File: config.mk
export PLATFORM = sky130hd
export DESIGN_NAME = cdt_front
export DESIGN_NICKNAME = d
export VERILOG_FILES = /design/src/cdt_pkg.sv /design/src/cdt_front.sv
export SDC_FILE = /design/constraint.sdc
export NUM_CORES = 1
export LEC_CHECK = 0
export ABC_AREA = 1
export BUFFER_PORTS_ARGS = -buffer_cell sky130_fd_sc_hd__buf_2
export CORE_AREA = 2 2 342 344
export DETAILED_ROUTE_END_ITERATION = 16
export DIE_AREA = 0 0 344 346
export PLACE_DENSITY = 0.41
export SLEW_MARGIN = 0
export SYNTH_ARGS = -nofsm -noshare
export SYNTH_HDL_FRONTEND = slang
export SYNTH_SLANG_ARGS = --single-unit
export TNS_END_PERCENT = 1
File: constraint.sdc
create_clock -name i_clk -period 26.8 [get_ports i_clk]
set_input_delay 2.68 -clock i_clk [delete_from_list [all_inputs] [get_ports i_clk]]
set_output_delay 2.68 -clock i_clk [all_outputs]
set_load 0.01 [all_outputs]
File: src/cdt_pkg.sv
// shared types and constants for the connection demux table
package cdt_pkg;

    typedef enum logic [1:0] {
        CMD_INSERT = 2'd0,
        CMD_REMOVE = 2'd1,
        CMD_LOOKUP = 2'd2,
        CMD_UNUSED = 2'd3
    } t_cmd;

    typedef enum logic [1:0] {
        ST_DONE     = 2'd0,
        ST_NOTFOUND = 2'd1,
        ST_FULL     = 2'd2
    } t_status;

    localparam logic [2:0] K_EXACT = 3'd0;
    localparam logic [2:0] K_PA    = 3'd1;
    localparam logic [2:0] K_PORT  = 3'd2;
    localparam logic [2:0] K_ADDR  = 3'd3;
    localparam logic [2:0] K_ANY   = 3'd4;

    // one classified command, as queued between front and back
    typedef struct packed {
        t_cmd        cmd;
        logic [63:0] rh;
        logic [63:0] rl;
        logic [15:0] rp;
        logic [63:0] lh;
        logic [63:0] ll;
        logic [15:0] lp;
        logic [9:0]  id;
        logic [2:0]  kind;
        logic [31:0] h_exact;
        logic [31:0] h_pa;
        logic [31:0] h_port;
        logic [31:0] h_addr;
    } t_job;

    // stored entry
    typedef struct packed {
        logic [2:0]  kind;
        logic [63:0] rh;
        logic [63:0] rl;
        logic [63:0] lh;
        logic [63:0] ll;
        logic [31:0] ports;
        logic [9:0]  conn;
    } t_slot;

    typedef enum logic [2:0] {
        BS_CLEAR,
        BS_IDLE,
        BS_FILL,
        BS_READ,
        BS_CHECK,
        BS_SHIFT,
        BS_WRITE,
        BS_DONE
    } t_bstate;

    function automatic logic [31:0] hash32(input logic [7:0] ra, input logic [15:0] rp,
                                           input logic [7:0] la, input logic [15:0] lp);
        hash32 = {ra, 24'd0} ^ {rp, 16'd0} ^ {16'd0, la, 8'd0} ^ {16'd0, lp};
    endfunction

endpackage

File: src/cdt_front.sv
// front end: classifies and hashes commands into a two entry queue
module cdt_front (
    input  logic          i_clk,
    input  logic          i_rst_n,
    input  logic          i_take,
    input  cdt_pkg::t_job i_job,
    output logic          o_full,
    output logic          o_valid,
    output cdt_pkg::t_job o_job,
    input  logic          i_pop
);
    cdt_pkg::t_job r_q [2];
    logic [1:0]    r_cnt;
    logic          r_rd;
    logic          r_wr;
    cdt_pkg::t_job w_job;
    logic          rz;
    logic          lz;

    assign rz = (i_job.rh == 64'd0) && (i_job.rl == 64'd0);
    assign lz = (i_job.lh == 64'd0) && (i_job.ll == 64'd0);

    always_comb begin
        w_job = i_job;
        if (!rz) begin
            w_job.kind = cdt_pkg::K_EXACT;
        end else if (!lz) begin
            w_job.kind = (i_job.lp == 16'd0) ? cdt_pkg::K_ADDR : cdt_pkg::K_PA;
        end else begin
            w_job.kind = (i_job.lp == 16'd0) ? cdt_pkg::K_ANY : cdt_pkg::K_PORT;
        end
        w_job.h_exact = cdt_pkg::hash32(i_job.rl[7:0], i_job.rp, i_job.ll[7:0], i_job.lp);
        w_job.h_pa    = cdt_pkg::hash32(8'd0, 16'd0, i_job.ll[7:0], i_job.lp);
        w_job.h_port  = cdt_pkg::hash32(8'd0, 16'd0, 8'd0, i_job.lp);
        w_job.h_addr  = cdt_pkg::hash32(8'd0, 16'd0, i_job.ll[7:0], 16'd0);
    end

    assign o_full  = (r_cnt == 2'd2);
    assign o_valid = (r_cnt != 2'd0);
    assign o_job   = r_q[r_rd];

    always_ff @(posedge i_clk) begin
        if (i_take) begin
            r_q[r_wr] <= w_job;
        end
        if (!i_rst_n) begin
            r_cnt <= 2'd0;
            r_rd  <= 1'b0;
            r_wr  <= 1'b0;
        end else begin
            if (i_take) begin
                r_wr <= ~r_wr;
            end
            if (i_pop) begin
                r_rd <= ~r_rd;
            end
            r_cnt <= r_cnt + {1'b0, i_take} - {1'b0, i_pop};
        end
    end

    a_pop_nonempty: assert property (@(posedge i_clk) disable iff (!i_rst_n)
        i_pop |-> r_cnt != 2'd0) else $error("pop from empty queue");
    a_take_room: assert property (@(posedge i_clk) disable iff (!i_rst_n)
        i_take |-> r_cnt != 2'd2) else $error("take into full queue");
    a_cnt_bound: assert property (@(posedge i_clk) disable iff (!i_rst_n)
        r_cnt <= 2'd2) else $error("queue count out of range");
endmodule

==> results_dict.tcl, run 1 <==
set metrics [dict create \
    cts_buffer_depth 3 \
    final_util 0.2792 \
    synth.area.mux_share 0.1413 \
    mostFrequentLayoutCells "680 x buf_2, 638 x edfxtp_1, 319 x mux2_2, 163 x nor2_1, 79 x clkbuf_16" \
    vdd_drop_max_mv 0.04509 \
    dr_wl_met2_mm 32.28 \
    ys_seq_area_frac 0.7576 \
    crit_family "buffers and inverters" \
    fillers 11787 \
    final-setup-viol-count 0 \
    fin_crit_ps 6627 \
    crit_type "flop to primary output" \
    core-area_um2 115400 \
    clk_pin_slew_ps 50 \
    final.setup_skew_ps 26.07 \
    top_layer_used "met5" \
    comb_power_share 0.100 \
    synth.largest_area_cell "edfxtp_1" \
    max_freq_ghz 0.1509 \
    ctsHoldBuffers 0 \
    slowest_delay_ps 970 \
    worstSetupStartpointType "flop" \
    seq_power_share 0.489 \
    antenna_found_initial 15 \
    hold_path.class "flop to flop" \
    io_pins 868 \
    synth_xor_area_frac 0.005857 \
    multi_input_area_um2 5021 \
    drc 0 \
    start_util 0.2202 \
    pwr-share-clk 0.410 \
    worst_slew_pin_slew_ps 1118 \
    drt_iter0_drc 714 \
    cp_common_cell "buf_4" \
    postCtsSetupRepairBufs 0 \
    grt_first_pass_wirelength_mm 96.51 \
    cts_buffers 78 \
    fp.dieArea_um2 119000 \
    routed_wl_mm 67.45 \
    p_leak_nw 11.93 \
    outcome "finished clean" \
    setup_tns_ps 0 \
    grt_start_max_net_pins 140 \
    rsz0062_at_grt "false" \
    clockRootBuffer "clkbuf_16" \
    ys_ff_latch 643 \
    dp_cells 3542 \
    ff_latch_area_um2 19260 \
    path_buf_inv 3 \
    synthSimpleGateAreaFrac 0.03992 \
    die_w_um 344 \
    p_sw_frac 0.2355 \
    rows 125 \
    end_kind "primary output" \
    vias 13964 \
    synth_cells 1421 \
    grt_usage 0.1087 \
    final_cells 3683 \
    synth_warnings 0 \
    finalHoldViolations 0 \
    worstPathMaxFanout 69 \
    path_cells "buf_4 -> buf_4 -> mux2_2 -> buf_2" \
    synth_top_family_by_area "multiplexers" \
    yosysUniqueCellTypes 17 \
    p_int_mw 1.846 \
    critical_path_required_ps 24120 \
    synth_adder_area_share 0.001477 \
    yosys-top-cells-area "edfxtp_1 75%, mux2_2 14%, buf_4 3.3%, nor2_1 2.4%, buf_6 1.5%" \
    synth-compound-area-share 0.0003938 \
    syn_area_per_cell_um2 17.89 \
    p_sw_mw 0.5685 \
    grt_pass1_vias 14696 \
    wl_met1_mm 26.17 \
    wl_per_cell_um 18.31 \
    cts_tree "yes" \
    max_cap_violations 0 \
    place_congestion 0.7693 \
    cts_resized 0 \
    syn_to_final_growth_pct 26.78 \
    final_antenna_net_count 0 \
    p_per_area_nw_per_um2 74.91 \
    viasPerCell 3.791 \
    clock-sinks 643 \
    maxSlewViolCount 0 \
    grt_overflow 0 \
    netlist.area_leader.share 0.7537 \
    layout_commonest_cell "buf_2" \
    num-nets-final 2536 \
    htree_levels 3 \
    clock_latency_ps 630 \
    netlist_area_um2 25420 \
    first_pass_iters 4 \
    io_buffer_count 680 \
    hpwlAfterDp_mm 47.34 \
    cp.arrival_ps 3950 \
    cp_slowest_cell "dfxtp_4" \
    period_share 0.2473 \
    die_y_um 346 \
    drive_gt1_frac 0.5186 \
    wl_met3_mm 7.085 \
    maxSlewHeadroom 0.2549 \
]
-- synthesized netlist by cell type (all sizes together) --
cell type / number
edfxtp: 638
mux2: 319
nor2: 164
buf: 147
nand2: 73
inv: 32
xor2: 17
nand4: 10
and2: 6
dfxtp: 5
nor4: 4
ha: 3
a21oi: 1
conb: 1
o21ai: 1
-- area by class of cell --
| class | instances | area share |
|---|---|---|
| Inverter | 32 | 0.003960 |
| Multi-Input combinational cell | 654 | 0.1558 |
| Clock buffer | 92 | 0.06285 |
| Antenna cell | 3 | 0.0002329 |
| Timing Repair Buffer | 689 | 0.1092 |
| Clock inverter | 46 | 0.01106 |
| Sequential cell | 643 | 0.5977 |
| Tap cell | 1524 | 0.05917 |
-- state kept, by name, indices dropped and copies added, names as in the netlist, named ones only --
signal	cells
r_wr	1
r_rd	1
r_cnt	2
r_q	638
-- final timing paths --
check,start,endpoint,slack [ps],cells after the start
max,flop,o_job[410],20170,4
min,r_rd$_SDFFE_PN0P_,r_rd$_SDFFE_PN0P_,510,2
max reg2reg,r_wr$_SDFFE_PN0P_,r_q[1][85]$_DFFE_PP_,23760,4
min reg2reg,r_rd$_SDFFE_PN0P_,r_rd$_SDFFE_PN0P_,510,2
-- power groups by stage --
stage	Clock [mW]	Combinational [mW]	Sequential (mW)
6_report	0.991	0.242	1.18
2_1_floorplan	0	0.148	1.22
4_1_cts	1.03	0.250	1.18
5_1_grt	1.07	0.265	1.19
3_3_place_gp	0	0.246	1.20
3_5_place_dp	0	0.249	1.20
-- cell families after synthesis --
| logic type | Yosys count |
|---|---|
| buf+inv | 179 |
| xor+xnor | 17 |
| fa+ha+maj | 3 |
| other cells | 1 |
| mux | 319 |
| flops | 643 |
| simple gates | 257 |
| compound gates | 2 |
-- routing by layer --
layer	global-route usage	vias to the layer above
met5	0	-
met3	0.04886	127
met2	0.1827	524
li1	-	6500
met1	0.1217	6791
met4	0.03594	22
-- tightest hold or removal path, stage by stage (launching register included) --
cell     delay (ps)
dfxtp_1         330
nor2_1           60
nor2_1           80
-- per-stage QoR --
stage                     total power [mW]  hold WS (ps)  setup WS, ps  instance area, um2
after floorplan                      1.366         463.5          9743               25630
after global placement               1.447         478.5         20690               29840
after detailed placement             1.452         503.4         20660               29840
after CTS                            2.463         516.6         19960               32220
after global routing                 2.521         555.8         19810               32220
final                                2.414         507.4         20170               32230
Power figures use the tool's default switching activity.
==> run 2, diff against run 1 <==
--- a/config.mk
+++ b/config.mk
@@ -5,12 +5,12 @@
 export SDC_FILE = /design/constraint.sdc
 export NUM_CORES = 1
 export LEC_CHECK = 0
-export ABC_AREA = 1
+export ABC_AREA = 0
 export BUFFER_PORTS_ARGS = -buffer_cell sky130_fd_sc_hd__buf_2
-export CORE_AREA = 2 2 342 344
+export CORE_AREA = 2 2 338 340
 export DETAILED_ROUTE_END_ITERATION = 16
-export DIE_AREA = 0 0 344 346
-export PLACE_DENSITY = 0.41
+export DIE_AREA = 0 0 340 342
+export PLACE_DENSITY = 0.42
 export SLEW_MARGIN = 0
 export SYNTH_ARGS = -nofsm -noshare
 export SYNTH_HDL_FRONTEND = slang
==> constraint.sdc (replaced) <==
create_clock -name i_clk -period 5.5 [get_ports i_clk]
set_input_delay 0.55 -clock i_clk [delete_from_list [all_inputs] [get_ports i_clk]]
set_output_delay 0.55 -clock i_clk [all_outputs]
set_load 0.01 [all_outputs]
==> run 2 against run 1 <==
Net effect: synthesized area down 2.7%; flip-flop and latch count unchanged; final cell count decreased by 4.9%; design area down 1.3%; critical path type unchanged.
==> results_dict.tcl, run 2 <==
set metrics [dict create \
    fin_crit_ps 3317 \
    yosysUniqueCellTypes 25 \
    synthArstFlopShare 0 \
    cp_slowest_cell "dfxtp_4" \
    largest_reg_flops 638 \
    yosys-top-cells-area "edfxtp_1 77%, mux2_2 15%, buf_4 3.4%, nor4_1 1.7%, buf_2 0.65%" \
    viasPerCell 3.905 \
    clock-sinks 643 \
    multi_input_area_um2 4693 \
    crit_family "flip-flops" \
    period_share 0.6031 \
    fp.dieArea_um2 116300 \
    synth_most_common_cell "edfxtp_1" \
    wl_per_cell_um 20.30 \
    p_per_area_nw_per_um2 369.2 \
    synth_cells 1238 \
    maxSlewViolCount 0 \
    grt_pass1_vias 14390 \
    final_cell_area_um2 31800 \
    maxSlewHeadroom 0.3239 \
    cts_buffer_depth 3 \
    synth_adder_area_share 0.001517 \
    io_pins 868 \
    drc 0 \
    path_cells "buf_4 -> mux2_2 -> buf_2" \
    start_util 0.2187 \
    antenna_found_initial 16 \
    rows 124 \
    place_congestion 0.8316 \
    final.setup_skew_ps 11.56 \
    synthSimpleGateAreaFrac 0.02645 \
    worst_slew_pin_slew_ps 1014 \
    num-nets-final 2364 \
    cts_buffers 75 \
    grt_first_pass_wirelength_mm 98.63 \
    max_cap_violations 0 \
    syn_to_final_growth_pct 28.53 \
    outcome "finished clean" \
    synth_common_cells "638 x edfxtp_1, 319 x mux2_2, 112 x buf_4" \
    top_register "r_q" \
    ys_ff_latch 643 \
    place_area_um2 29510 \
    max_freq_ghz 0.3015 \
    fillers 11454 \
    r2r_start "r_wr$_SDFFE_PN0P_" \
    io_buffer_count 680 \
    synth_top_family_by_area "multiplexers" \
    first_pass_iters 4 \
    worstPathMaxFanout 53 \
    slowest_delay_ps 930 \
    syn_area_per_cell_um2 19.98 \
    critical_path_required_ps 4950 \
    hold_path.class "primary input to flop" \
    netlist.area_leader.share 0.7744 \
    rsz0062_at_grt "false" \
    final_cells 3501 \
    ctsHoldBuffers 0 \
    worstSetupStartpointType "flop" \
    crit_type "flop to primary output" \
    p_leak_nw 11.52 \
    vdd_drop_max_mv 0.2212 \
    core-area_um2 113100 \
    clockRootBuffer "clkbuf_16" \
    finalHoldViolations 0 \
    ys_seq_area_frac 0.7784 \
    end_kind "primary output" \
    mostFrequentLayoutCells "680 x buf_2, 638 x edfxtp_1, 319 x mux2_2, 78 x clkbuf_16, 68 x nor4_1" \
    synth-compound-area-share 0.0003034 \
    synth_warnings 0 \
    vias 13670 \
    grt_start_max_net_pins 132 \
    grt_overflow 0 \
    synthFlopType "edfxtp_1" \
    synth-edff-count 638 \
    layout_commonest_cell "buf_2" \
    netlist_area_um2 24740 \
    synth.largest_area_cell "edfxtp_1" \
    largestRegisters "r_q x638, r_cnt x2" \
    clock_latency_ps 610 \
    dp_cells 3361 \
    final_antenna_net_count 0 \
    hp-start "i_job[133]" \
    final-setup-viol-count 0 \
    synth_xor_area_frac 0.006726 \
    routed_wl_mm 71.07 \
    grt_usage 0.1165 \
    postCtsSetupRepairBufs 0 \
    die_y_um 342 \
    cts_tree "yes" \
    cp.arrival_ps 2770 \
    clk_pin_slew_ps 60 \
    drive_gt1_frac 0.5647 \
    synth.area.mux_share 0.1452 \
    path_buf_inv 2 \
    drt_iter0_drc 631 \
    hpwlAfterDp_mm 51.82 \
    cts_resized 0 \
    die_w_um 340 \
    htree_levels 3 \
    ff_latch_area_um2 19260 \
]
[run 2: layout make-up]
type,count,area share
sequential,643,0.6058
multi-input combinational,501,0.1476
timing repair buffer,703,0.1148
clock buffer,103,0.06433
tap,1512,0.05949
clock inverter,35,0.007594
inverter,2,0.0002361
antenna,2,0.0001574
[run 2: report_power, final]
| group | total (mW) | leakage [nW] | switching (mW) | internal (mW) |
|---|---|---|---|---|
| sequential | 5.75 | 6.03 | 0.0683 | 5.68 |
| clock | 4.65 | 1.10 | 1.95 | 2.70 |
| combinational | 1.34 | 4.39 | 0.784 | 0.556 |
| total | 11.7 | 11.5 | 2.80 | 8.94 |
[run 2: path summary, 6_finish.rpt]
check,endpoint,slack [ps],cells after the start
setup / recovery,o_job[77],2180,3
hold / removal,r_q[1][77]$_DFFE_PP_,110,1
setup reg to reg,r_q[0][312]$_DFFE_PP_,3260,3
hold reg to reg,flop,570,2
[run 2: layer usage]
| layer | routed length (um) | global-route usage | vias to the layer above | share of wire |
|---|---|---|---|---|
| li1 | - | - | 6137 | - |
| met1 | 27650 | 0.1315 | 6852 | 0.39 |
| met2 | 33970 | 0.1936 | 545 | 0.48 |
| met3 | 7662 | 0.05631 | 114 | 0.11 |
| met4 | 1661 | 0.03604 | 22 | 0.023 |
| met5 | 128 | 0 | - | 0.0018 |
[run 2: logic make-up (layout without fill, tap and decap cells)]
group | Yosys count | count (layout)
muxes | 319 | 319
buffers and inverters | 149 | 843
DFF | 643 | 643
other | 1 | 58
and+or+nand+nor | 103 | 103
AOI/OAI and AO/OA | 1 | 1
xor gates and xnor gates | 19 | 19
adders and majority gates | 3 | 3
[run 2: per-stage QoR]
step           utilization  setup TNS (ps)  hold slack (ps)  setup slack [ps]  total power [mW]
2_1_floorplan            -          -83960            554.6            -262.5             6.619
3_3_place_gp        0.2609               0            559.7              1937             7.208
3_5_place_dp        0.2609               0            564.1              1926             7.225
4_1_cts             0.2811               0            35.52              1986             11.96
5_1_grt             0.2811               0            58.42              1941             12.22
6_report            0.2811               0            112.2              2183             11.74
